===== src/rtl/skhf_pkg.sv =====
package skhf_pkg;

  localparam int DW = 32;
  localparam int FB = 16;
  localparam int QW = DW + FB;
  localparam int MCW = $clog2(DW);
  localparam int DCW = $clog2(QW);

  localparam logic [DW-1:0] DEG360 = DW'(360 << FB);
  localparam logic [DW-1:0] DEG180 = DW'(180 << FB);

  localparam logic [2:0] CFG_SOURCE = 3'd0;
  localparam logic [2:0] CFG_W_ENC = 3'd1;
  localparam logic [2:0] CFG_W_GYR = 3'd2;
  localparam logic [2:0] CFG_N_ENC = 3'd3;
  localparam logic [2:0] CFG_N_GYR = 3'd4;
  localparam logic [2:0] CFG_Q = 3'd5;
  localparam logic [2:0] CFG_INIT_VAR = 3'd6;

  localparam logic [1:0] SRC_GYRO = 2'd0;
  localparam logic [1:0] SRC_ENC = 2'd1;
  localparam logic [1:0] SRC_FUSED = 2'd2;

  typedef enum logic [2:0] {
    OP_MUL, OP_DIV, OP_ADD, OP_SUB, OP_CHK, OP_WRAP, OP_END
  } uop_t;

  typedef enum logic [3:0] {
    S_X, S_P1, S_W1, S_R1, S_M1, S_W2, S_R2, S_M2,
    S_T0, S_T1, S_T2, S_T3, S_T4, S_XN, S_PN
  } slot_t;

  typedef struct packed {
    uop_t  op;
    slot_t a;
    slot_t b;
    slot_t d;
  } uinst_t;

  typedef enum logic [2:0] {
    ST_IDLE, ST_LOAD, ST_FETCH, ST_EXEC, ST_WAIT, ST_DONE
  } state_t;

  function automatic uinst_t ui(uop_t o, slot_t a, slot_t b, slot_t d);
    uinst_t u;
    u.op = o;
    u.a = a;
    u.b = b;
    u.d = d;
    return u;
  endfunction

  // saturate an unsigned magnitude with sign to a signed word
  function automatic logic [DW-1:0] sat_mag(input logic [2*DW-1:0] m, input logic neg);
    logic [2*DW-1:0] lim;
    logic [DW-1:0] r;
    lim = {{DW{1'b0}}, 1'b1, {(DW-1){1'b0}}};
    if (neg) begin
      if (m >= lim) r = {1'b1, {(DW-1){1'b0}}};
      else r = -m[DW-1:0];
    end else begin
      if (m >= lim) r = {1'b0, {(DW-1){1'b1}}};
      else r = m[DW-1:0];
    end
    return r;
  endfunction

  function automatic uinst_t ucode(input logic [1:0] mode, input logic [4:0] pc);
    uinst_t u;
    u = ui(OP_END, S_XN, S_PN, S_XN);
    if (mode == SRC_FUSED) begin
      case (pc)
        5'd0: u = ui(OP_MUL, S_W1, S_W1, S_T0);
        5'd1: u = ui(OP_MUL, S_P1, S_T0, S_T0);
        5'd2: u = ui(OP_MUL, S_T0, S_R2, S_T0);
        5'd3: u = ui(OP_MUL, S_W2, S_W2, S_T1);
        5'd4: u = ui(OP_MUL, S_P1, S_T1, S_T1);
        5'd5: u = ui(OP_MUL, S_T1, S_R1, S_T1);
        5'd6: u = ui(OP_ADD, S_T0, S_T1, S_T0);
        5'd7: u = ui(OP_MUL, S_R1, S_R2, S_T1);
        5'd8: u = ui(OP_ADD, S_T0, S_T1, S_T0);
        5'd9: u = ui(OP_CHK, S_T0, S_T0, S_T0);
        5'd10: u = ui(OP_MUL, S_P1, S_W1, S_T1);
        5'd11: u = ui(OP_MUL, S_T1, S_R2, S_T1);
        5'd12: u = ui(OP_DIV, S_T1, S_T0, S_T1);
        5'd13: u = ui(OP_MUL, S_P1, S_W2, S_T2);
        5'd14: u = ui(OP_MUL, S_T2, S_R1, S_T2);
        5'd15: u = ui(OP_DIV, S_T2, S_T0, S_T2);
        5'd16: u = ui(OP_MUL, S_W1, S_X, S_T3);
        5'd17: u = ui(OP_SUB, S_M1, S_T3, S_T3);
        5'd18: u = ui(OP_MUL, S_W2, S_X, S_T4);
        5'd19: u = ui(OP_SUB, S_M2, S_T4, S_T4);
        5'd20: u = ui(OP_MUL, S_T1, S_T3, S_T3);
        5'd21: u = ui(OP_ADD, S_X, S_T3, S_T3);
        5'd22: u = ui(OP_MUL, S_T2, S_T4, S_T4);
        5'd23: u = ui(OP_ADD, S_T3, S_T4, S_XN);
        5'd24: u = ui(OP_WRAP, S_XN, S_XN, S_XN);
        5'd25: u = ui(OP_MUL, S_T1, S_W1, S_T1);
        5'd26: u = ui(OP_MUL, S_T2, S_W2, S_T2);
        5'd27: u = ui(OP_ADD, S_T1, S_T2, S_T1);
        5'd28: u = ui(OP_MUL, S_P1, S_T1, S_T1);
        5'd29: u = ui(OP_SUB, S_P1, S_T1, S_PN);
        default: u = ui(OP_END, S_XN, S_PN, S_XN);
      endcase
    end else if (mode == SRC_GYRO || mode == SRC_ENC) begin
      case (pc)
        5'd0: u = ui(OP_MUL, S_W1, S_P1, S_T0);
        5'd1: u = ui(OP_MUL, S_T0, S_W1, S_T1);
        5'd2: u = ui(OP_ADD, S_T1, S_R1, S_T1);
        5'd3: u = ui(OP_CHK, S_T1, S_T1, S_T1);
        5'd4: u = ui(OP_DIV, S_T0, S_T1, S_T2);
        5'd5: u = ui(OP_MUL, S_W1, S_X, S_T3);
        5'd6: u = ui(OP_SUB, S_M1, S_T3, S_T3);
        5'd7: u = ui(OP_MUL, S_T2, S_T3, S_T4);
        5'd8: u = ui(OP_ADD, S_X, S_T4, S_XN);
        5'd9: u = ui(OP_MUL, S_T2, S_W1, S_T4);
        5'd10: u = ui(OP_MUL, S_T4, S_P1, S_T4);
        5'd11: u = ui(OP_SUB, S_P1, S_T4, S_PN);
        default: u = ui(OP_END, S_XN, S_PN, S_XN);
      endcase
    end else begin
      // unused selector: estimate kept, predicted variance stored
      u = ui(OP_END, S_X, S_P1, S_XN);
    end
    return u;
  endfunction

endpackage


===== src/rtl/skhf_mul.sv =====
module skhf_mul
  import skhf_pkg::*;
(
  input  logic                 clk,
  input  logic                 rst,
  input  logic                 start,
  input  logic signed [DW-1:0] a,
  input  logic signed [DW-1:0] b,
  output logic                 done,
  output logic [DW-1:0]        y
);

  logic busy;
  logic fin;
  logic neg;
  logic [MCW-1:0] cnt;
  logic [DW-1:0] ma;
  logic [DW-1:0] hi;
  logic [DW-1:0] lo;
  logic [DW:0] psum;
  logic [2*DW-1:0] rnd;

  // one multiplier bit per cycle
  assign psum = {1'b0, hi} + (lo[0] ? {1'b0, ma} : {(DW+1){1'b0}});

  always_ff @(posedge clk) begin
    if (rst) begin
      busy <= 1'b0;
      fin <= 1'b0;
    end else begin
      fin <= 1'b0;
      if (start) begin
        busy <= 1'b1;
        cnt <= '0;
        neg <= a[DW-1] ^ b[DW-1];
        ma <= a[DW-1] ? -a : a;
        lo <= b[DW-1] ? -b : b;
        hi <= '0;
      end else if (busy) begin
        hi <= psum[DW:1];
        lo <= {psum[0], lo[DW-1:1]};
        cnt <= cnt + 1'b1;
        if (cnt == MCW'(DW - 1)) begin
          busy <= 1'b0;
          fin <= 1'b1;
        end
      end
    end
  end

  // round half away from zero on the magnitude
  assign rnd = {hi, lo} + (2*DW)'(1 << (FB - 1));
  assign y = sat_mag(rnd >> FB, neg);
  assign done = fin;

endmodule


===== src/rtl/skhf_div.sv =====
module skhf_div
  import skhf_pkg::*;
(
  input  logic                 clk,
  input  logic                 rst,
  input  logic                 start,
  input  logic signed [DW-1:0] n,
  input  logic signed [DW-1:0] d,
  output logic                 done,
  output logic [DW-1:0]        y
);

  logic busy;
  logic fin;
  logic neg;
  logic [DCW-1:0] cnt;
  logic [DW-1:0] ud;
  logic [DW-1:0] rem;
  logic [QW-1:0] qd;
  logic [DW:0] trial;
  logic take;

  // restoring division, one quotient bit per cycle
  assign trial = {rem, qd[QW-1]};
  assign take = trial >= {1'b0, ud};

  always_ff @(posedge clk) begin
    if (rst) begin
      busy <= 1'b0;
      fin <= 1'b0;
    end else begin
      fin <= 1'b0;
      if (start) begin
        busy <= 1'b1;
        cnt <= '0;
        neg <= n[DW-1] ^ d[DW-1];
        ud <= d[DW-1] ? -d : d;
        qd <= {(n[DW-1] ? -n : n), {FB{1'b0}}};
        rem <= '0;
      end else if (busy) begin
        if (take) rem <= DW'(trial - {1'b0, ud});
        else rem <= trial[DW-1:0];
        qd <= {qd[QW-2:0], take};
        cnt <= cnt + 1'b1;
        if (cnt == DCW'(QW - 1)) begin
          busy <= 1'b0;
          fin <= 1'b1;
        end
      end
    end
  end

  assign y = sat_mag((2*DW)'(qd), neg);
  assign done = fin;

endmodule


===== src/rtl/scalar_kalman_heading_fusion.sv =====
// scalar kalman heading filter, one estimate and one variance
// in channel: in_valid/in_ready with encoder_value, gyro_value, unwrap_enable
// out channel: out_valid/out_ready with estimate and variance, one result per
//   input transaction, held in an output register until taken
// cfg channel: cfg_valid/cfg_ready, cfg_index 0..6 selects the register,
//   cfg_data carries the value; always ready, write only while idle;
//   writing initial_variance also reloads the stored variance
// each update runs a short microprogram over a 16-entry scratch memory
// using a bit-serial multiplier and a bit-serial divider; one item is
// processed at a time
// a zero denominator or determinant ends the update early and repeats the
// stored state
// reset: estimate 0, variance and registers to their reset values
// a stalled receiver holds the next result back; the next input is taken
// once the current one has been delivered to the output register
module scalar_kalman_heading_fusion
  import skhf_pkg::*;
(
  input  logic                 clk,
  input  logic                 rst,
  input  logic                 in_valid,
  output logic                 in_ready,
  input  logic signed [DW-1:0] encoder_value,
  input  logic signed [DW-1:0] gyro_value,
  input  logic                 unwrap_enable,
  output logic                 out_valid,
  input  logic                 out_ready,
  output logic signed [DW-1:0] estimate,
  output logic [DW-2:0]        variance,
  input  logic                 cfg_valid,
  output logic                 cfg_ready,
  input  logic [2:0]           cfg_index,
  input  logic [31:0]          cfg_data
);

  state_t state, state_next;

  logic [1:0] src_sel;
  logic [20:0] w_enc, w_gyr;
  logic [30:0] n_enc, n_gyr, q_proc;

  logic signed [DW-1:0] x_st;
  logic [DW-2:0] p_st;

  logic signed [DW-1:0] e_q, g_q;
  logic unw_q;

  logic [4:0] pc;
  logic [2:0] lcnt;
  uinst_t uc;

  logic [DW-1:0] rf [16];
  logic [DW-1:0] ra, rb;
  logic wr_en;
  slot_t wr_addr;
  logic [DW-1:0] wr_data;

  logic mul_start, mul_done, div_start, div_done;
  logic [DW-1:0] mul_y, div_y;

  logic signed [DW-1:0] e_u, g_u;
  logic [DW-1:0] p1_sum, load_val, alu_y;
  logic keep, store;

  assign uc = ucode(src_sel, pc);
  assign cfg_ready = 1'b1;
  assign in_ready = (state == ST_IDLE);

  function automatic logic [DW-1:0] sat_sum(input logic [DW-1:0] a, input logic [DW-1:0] b,
                                            input logic sub);
    logic [DW:0] s;
    s = sub ? {a[DW-1], a} - {b[DW-1], b} : {a[DW-1], a} + {b[DW-1], b};
    if (s[DW] != s[DW-1]) return s[DW] ? {1'b1, {(DW-1){1'b0}}} : {1'b0, {(DW-1){1'b1}}};
    return s[DW-1:0];
  endfunction

  // unwrap around the estimate in fused mode
  always_comb begin
    e_u = e_q;
    g_u = g_q;
    if (unw_q && src_sel == SRC_FUSED) begin
      if (x_st < $signed(DEG180)) begin
        if (e_q > $signed(DEG180)) e_u = e_q - $signed(DEG360);
        if (g_q > $signed(DEG180)) g_u = g_q - $signed(DEG360);
      end else begin
        if (e_q < $signed(DEG180)) e_u = e_q + $signed(DEG360);
        if (g_q < $signed(DEG180)) g_u = g_q + $signed(DEG360);
      end
    end
  end

  assign p1_sum = DW'({1'b0, p_st}) + DW'({1'b0, q_proc});

  always_comb begin
    case (lcnt)
      3'd0: load_val = x_st;
      3'd1: load_val = p1_sum[DW-1] ? {1'b0, {(DW-1){1'b1}}} : p1_sum;
      3'd2: load_val = DW'(src_sel == SRC_GYRO ? w_gyr : w_enc);
      3'd3: load_val = DW'(src_sel == SRC_GYRO ? n_gyr : n_enc);
      3'd4: load_val = src_sel == SRC_GYRO ? g_u : e_u;
      3'd5: load_val = DW'(w_gyr);
      3'd6: load_val = DW'(n_gyr);
      3'd7: load_val = g_u;
      default: load_val = '0;
    endcase
  end

  always_comb begin
    case (uc.op)
      OP_ADD: alu_y = sat_sum(ra, rb, 1'b0);
      OP_SUB: alu_y = sat_sum(ra, rb, 1'b1);
      OP_WRAP: begin
        if ($signed(ra) >= $signed(DEG360)) alu_y = ra - DEG360;
        else if ($signed(ra) < 0) alu_y = ra + DEG360;
        else alu_y = ra;
      end
      default: alu_y = ra;
    endcase
  end

  always_comb begin
    state_next = state;
    wr_en = 1'b0;
    wr_addr = uc.d;
    wr_data = alu_y;
    mul_start = 1'b0;
    div_start = 1'b0;
    keep = 1'b0;
    store = 1'b0;
    case (state)
      ST_IDLE: if (in_valid) state_next = ST_LOAD;
      ST_LOAD: begin
        wr_en = 1'b1;
        wr_addr = slot_t'({1'b0, lcnt});
        wr_data = load_val;
        if (lcnt == 3'd7) state_next = ST_FETCH;
      end
      ST_FETCH: state_next = ST_EXEC;
      ST_EXEC: begin
        case (uc.op)
          OP_MUL: begin
            mul_start = 1'b1;
            state_next = ST_WAIT;
          end
          OP_DIV: begin
            div_start = 1'b1;
            state_next = ST_WAIT;
          end
          OP_CHK: begin
            if (ra == '0) begin
              keep = 1'b1;
              state_next = ST_DONE;
            end else begin
              state_next = ST_FETCH;
            end
          end
          OP_END: begin
            store = 1'b1;
            state_next = ST_DONE;
          end
          default: begin
            wr_en = 1'b1;
            state_next = ST_FETCH;
          end
        endcase
      end
      ST_WAIT: begin
        if (uc.op == OP_DIV) begin
          wr_data = div_y;
          if (div_done) begin
            wr_en = 1'b1;
            state_next = ST_FETCH;
          end
        end else begin
          wr_data = mul_y;
          if (mul_done) begin
            wr_en = 1'b1;
            state_next = ST_FETCH;
          end
        end
      end
      ST_DONE: if (!out_valid || out_ready) state_next = ST_IDLE;
      default: state_next = ST_IDLE;
    endcase
  end

  always_ff @(posedge clk) begin
    if (rst) state <= ST_IDLE;
    else state <= state_next;
  end

  always_ff @(posedge clk) begin
    if (wr_en) rf[wr_addr] <= wr_data;
    ra <= rf[uc.a];
    rb <= rf[uc.b];
  end

  always_ff @(posedge clk) begin
    if (state == ST_IDLE && in_valid) begin
      e_q <= encoder_value;
      g_q <= gyro_value;
      unw_q <= unwrap_enable;
    end
    if (state == ST_DONE && (!out_valid || out_ready)) begin
      estimate <= x_st;
      variance <= p_st;
    end
  end

  always_ff @(posedge clk) begin
    if (rst) begin
      src_sel <= SRC_FUSED;
      w_enc <= 21'd65536;
      w_gyr <= 21'd65536;
      n_enc <= 31'd65536;
      n_gyr <= 31'd65536;
      q_proc <= 31'd66;
      x_st <= '0;
      p_st <= 31'd66;
      out_valid <= 1'b0;
      pc <= '0;
      lcnt <= '0;
    end else begin
      if (cfg_valid) begin
        case (cfg_index)
          CFG_SOURCE: src_sel <= cfg_data[1:0];
          CFG_W_ENC: w_enc <= cfg_data[20:0];
          CFG_W_GYR: w_gyr <= cfg_data[20:0];
          CFG_N_ENC: n_enc <= cfg_data[30:0];
          CFG_N_GYR: n_gyr <= cfg_data[30:0];
          CFG_Q: q_proc <= cfg_data[30:0];
          CFG_INIT_VAR: p_st <= cfg_data[30:0];
          default: ;
        endcase
      end
      if (state == ST_IDLE) begin
        lcnt <= '0;
        pc <= '0;
      end
      if (state == ST_LOAD) lcnt <= lcnt + 1'b1;
      if (state_next == ST_FETCH && state != ST_LOAD) pc <= pc + 1'b1;
      if (store && !keep) begin
        x_st <= $signed(ra);
        // variance clamps to the non-negative range
        p_st <= rb[DW-1] ? '0 : rb[DW-2:0];
      end
      if (state == ST_DONE && (!out_valid || out_ready)) out_valid <= 1'b1;
      else if (out_ready) out_valid <= 1'b0;
    end
  end

  skhf_mul u_mul (
    .clk   (clk),
    .rst   (rst),
    .start (mul_start),
    .a     ($signed(ra)),
    .b     ($signed(rb)),
    .done  (mul_done),
    .y     (mul_y)
  );

  skhf_div u_div (
    .clk   (clk),
    .rst   (rst),
    .start (div_start),
    .n     ($signed(ra)),
    .d     ($signed(rb)),
    .done  (div_done),
    .y     (div_y)
  );

`ifndef NO_ASSERTIONS
  a_units_exclusive: assert property (@(posedge clk) disable iff (rst)
    !(mul_done && div_done)) else $error("multiplier and divider finished together");

  a_wait_op: assert property (@(posedge clk) disable iff (rst)
    state == ST_WAIT |-> (uc.op == OP_MUL || uc.op == OP_DIV))
    else $error("waiting on a unit for an alu op");

  a_done_delivers: assert property (@(posedge clk) disable iff (rst)
    (state == ST_DONE && (!out_valid || out_ready)) |=> (out_valid && state == ST_IDLE))
    else $error("result not presented");
`endif

endmodule


===== config.mk =====
export PLATFORM = sky130hd
export DESIGN_NAME = scalar_kalman_heading_fusion
export DESIGN_NICKNAME = d
export VERILOG_FILES = /design/src/rtl/skhf_pkg.sv /design/src/rtl/skhf_mul.sv /design/src/rtl/skhf_div.sv /design/src/rtl/scalar_kalman_heading_fusion.sv
export SDC_FILE = /design/constraint.sdc
export NUM_CORES = 2
export LEC_CHECK = 0
export BUFFER_PORTS_ARGS = -buffer_cell sky130_fd_sc_hd__buf_4
export CORE_MARGIN = 1
export CORE_UTILIZATION = 60
export CTS_BUF_LIST = sky130_fd_sc_hd__clkbuf_16
export CTS_CLUSTER_SIZE = 20
export DETAILED_ROUTE_END_ITERATION = 8
export GPL_ROUTABILITY_DRIVEN = 0
export PLACE_DENSITY_LB_ADDON = 0.1
export SKIP_LAST_GASP = 1
export SLEW_MARGIN = 15
export SYNTH_ARGS = -nofsm -noshare
export SYNTH_HDL_FRONTEND = slang
export SYNTH_SLANG_ARGS = --single-unit

===== constraint.sdc =====
create_clock -name clk -period 7.84 [get_ports clk]
set_input_delay 1.568 -clock clk [delete_from_list [all_inputs] [get_ports clk]]
set_output_delay 1.568 -clock clk [all_outputs]
set_load 0.05 [all_outputs]

==> impl_metrics.yaml <==
outcome:
  status: "finished with violations"
  violations: "design-rule violations"
detailed_routing:
  drt_wl_total_um: 209500
  wl_met2_um: 90800
  remaining_drc_errors: 1
  top_layer: "met5"
  wl_met3_um: 26260
  antenna_left: 0
  drt_iter0_drc: 7294
  wl_per_cell_um: 25.98
  wl_met1_um: 78280
  dr_total_vias: 54508
  vias_per_cell: 6.759
  first_pass_iters: 9
synth:
  syn-mean-instance-area_um2: 10.02
  yosysTopAreaCellShare_pct: 39.29
  synth_top_family_by_area: "compound AO/OA/AOI/OAI gates"
  synth_xor_area_share_pct: 3.235
  synth_area_leader_cell: "edfxtp_1"
  synth_ff_type: "edfxtp_1"
  synth.mux.area_fraction_pct: 6.874
  syn_area_um2: 65800
  yosysWarningCount: 0
  async_flop_share_pct: 0
  synthTopCellsByArea: "edfxtp_1 (39%), dfxtp_1 (9.4%), nand2_1 (5.8%)"
  synthesis.instances: 6565
  synth-compound-area-share_pct: 17.63
  yosysSeqAreaShare_pct: 48.66
  synth-seq-cells: 1169
  synth_cell_types: 117
  synth_fa_ha_area_share_pct: 3.784
  synth_edf_count: 861
  synth-simple-area-share_pct: 16.23
  synth_nets: 6866
finish:
  final_cell_mix: "nand2_1 (1,012), edfxtp_1 (861), a21oi_1 (555), nor2_1 (367), dfxtp_1 (308)"
  final_common_cell: "nand2_1"
  reg_top3: "rf: 512 flops, u_div.qd: 48 flops"
  seqCellArea_um2: 32020
  fin_area_um2: 72420
  layout-drive-gt1-share_pct: 11.18
  multi_input_area_um2: 31750
  fillers: 8515
  largest-register: "rf"
  largest_reg_flops: 512
  nets: 6840
  syn_to_final_growth_pct: 10.06
grt:
  grt.total_usage_pct: 36.98
  grt_antenna_before_repair: 17
  grt_max_degree: 135
  grt-ovfl-total: 0
  grt_pass1_wl_um: 311200
  grt_pass1_vias: 50337
floorplanning:
  die_h_um: 333.2
  placementRows: 121
  core_area_um2: 108900
  io_pins: 171
  initial_core_util_pct: 60.45
  chipWidth_um: 333.2
  dieArea_um2: 111000
setup_path:
  critPathRequiredTime_ns: 8.09
  critPathLaunch: "u_mul.lo[17]"
  endpoint: "rf[14][30]"
  cp_data_arrival_time_ns: 6.38
  cp-start-kind: "flip-flop"
  worstReg2RegEnd: "rf[14][30]"
  r2r_start: "u_mul.lo[17]"
  reg2reg_depth: 11
  worstSetupEndpointType: "flip-flop"
  worst-setup-path-type: "reg -> reg"
  cp_max_fo: 28
  reg2reg_slack_ns: 1.70
clocking:
  clock_latency_ns: 0.76
  cts_buffer_depth: 3
  cts_inserted_buffers: 119
  cts-root-buf: "clkbuf_16"
  cts-htree-levels: 3
  cts_tree: "yes"
  hold_buffers: 0
  cts_sinks: 1169
  cts-resized-gates: 0
  clk_pin_slew_worst_paths_ns: 0.06
  post_cts_buffers: 0
place:
  hpwl_um: 141400
  postPlaceCellArea_um2: 68370
  io_buffers: 168
sta:
  finClkSkew_ns: 0.03374
  drv_slew: 0
  tns_ns: 0
  setup_violations: 0
  rsz0062_at_grt: "false"
  fmax_mhz: 163.0
  fin_crit_sh_pct: 78.25
  worst_slew_pin_slew_ns: 1.378
  fin_crit_ns: 6.135
  slew-limit-headroom_pct: 7.597
  hold_viol: 0
job:
  cap_violations: 0
power:
  ir_drop_v: 0.0002400
  p_total_mw: 14.15
  power_density_nw_per_um2: 195.4
  p_leak_nw: 25.28
hold_path:
  hold_depth: 2
  hp-class: "reg -> reg"
## how the worst min path moves through the flow
stage / startpoint / end / slack, ns
2_1_floorplan: u_mul.busy / u_mul.done / 0.41
3_3_place_gp: n_enc[26] / n_enc[26] / 0.44
3_5_place_dp: n_enc[23] / n_enc[23] / 0.45
4_1_cts: n_enc[23] / n_enc[23] / 0.46
5_1_grt: n_enc[29] / n_enc[29] / 0.47
6_report: n_enc[19] / n_enc[19] / 0.45
## final cells by class
| class | count | area share (%) |
|---|---|---|
| sequential | 1169 | 44.22 |
| multi-input combinational | 4797 | 43.84 |
| clock buffer | 121 | 4.181 |
| timing repair buffer | 289 | 3.070 |
| tap | 1414 | 2.443 |
| clock inverter | 105 | 1.375 |
| inverter | 163 | 0.8483 |
| antenna | 7 | 0.02419 |
## cell usage after synthesis (all sizes together) (14+ instances only)
library cell and number:
a211oi 302, a21o 58, a21oi 559, a221oi 50, a22oi 21, a31oi 152
and2 132, and3 39, buf 81, clkbuf 355, dfxtp 308, edfxtp 861
ha 191, inv 160, mux2 17, mux2i 144, mux4 128, nand2 1016
nand2b 61, nand3 126, nand3b 14, nand4 47, nor2 390, nor2b 131
nor3 102, nor4 56, o211ai 37, o21a 28, o21ai 295, o21bai 30
o22ai 30, o311ai 16, o31ai 45, o41ai 18, or2 28, or3 49
or4 17, xnor2 179, xor2 64
## per-stage QoR
step,cells,setup WS (ns),util (%),hold WS (ns)
final,8065,1.705,66.53,0.4542
after floorplan,6565,1.334,-,0.4146
after CTS,8058,1.938,66.50,0.4557
after detailed placement,7832,1.976,62.81,0.4467
after global placement,7832,2.106,62.81,0.4417
after global routing,8058,1.407,66.51,0.4670
## per-layer routing
| layer | vias up | track usage, % |
|---|---|---|
| li1 | 24383 | - |
| met1 | 26092 | 48.63 |
| met2 | 3278 | 55.66 |
| met3 | 733 | 9.378 |
| met4 | 22 | 21.22 |
| met5 | - | 0 |
## kinds of logic (layout without fill, tap and decap cells)
group,count (synthesis),count (layout)
mux,289,289
compound gates,1802,1802
fa+ha+maj,196,196
simple gates,2266,2266
xor+xnor,243,243
flops,1169,1169
buf+inv,599,678
other cells,1,8
## critical path, cell delays in order (launching register included)
cell and delay, ns:
edfxtp_1 0.51, nand3_1 0.38, nor2_1 0.84, nand4_4 0.30, or4b_1 0.54, a21oi_1 0.16, o211ai_1 0.25, nor3_4 0.94
nand2_1 0.11, a22o_1 0.31, a2111oi_2 0.59, nand3_1 0.68
## power breakdown
part	total [mW]	internal (mW)	leakage, nW	switching (mW)
Combinational	1.41	0.460	12.9	0.950
Clock	5.82	3.33	2.07	2.49
Sequential	6.92	6.78	10.3	0.136
Total	14.1	10.6	25.3	3.57
Note: power is estimated with default switching activity, not from simulation.
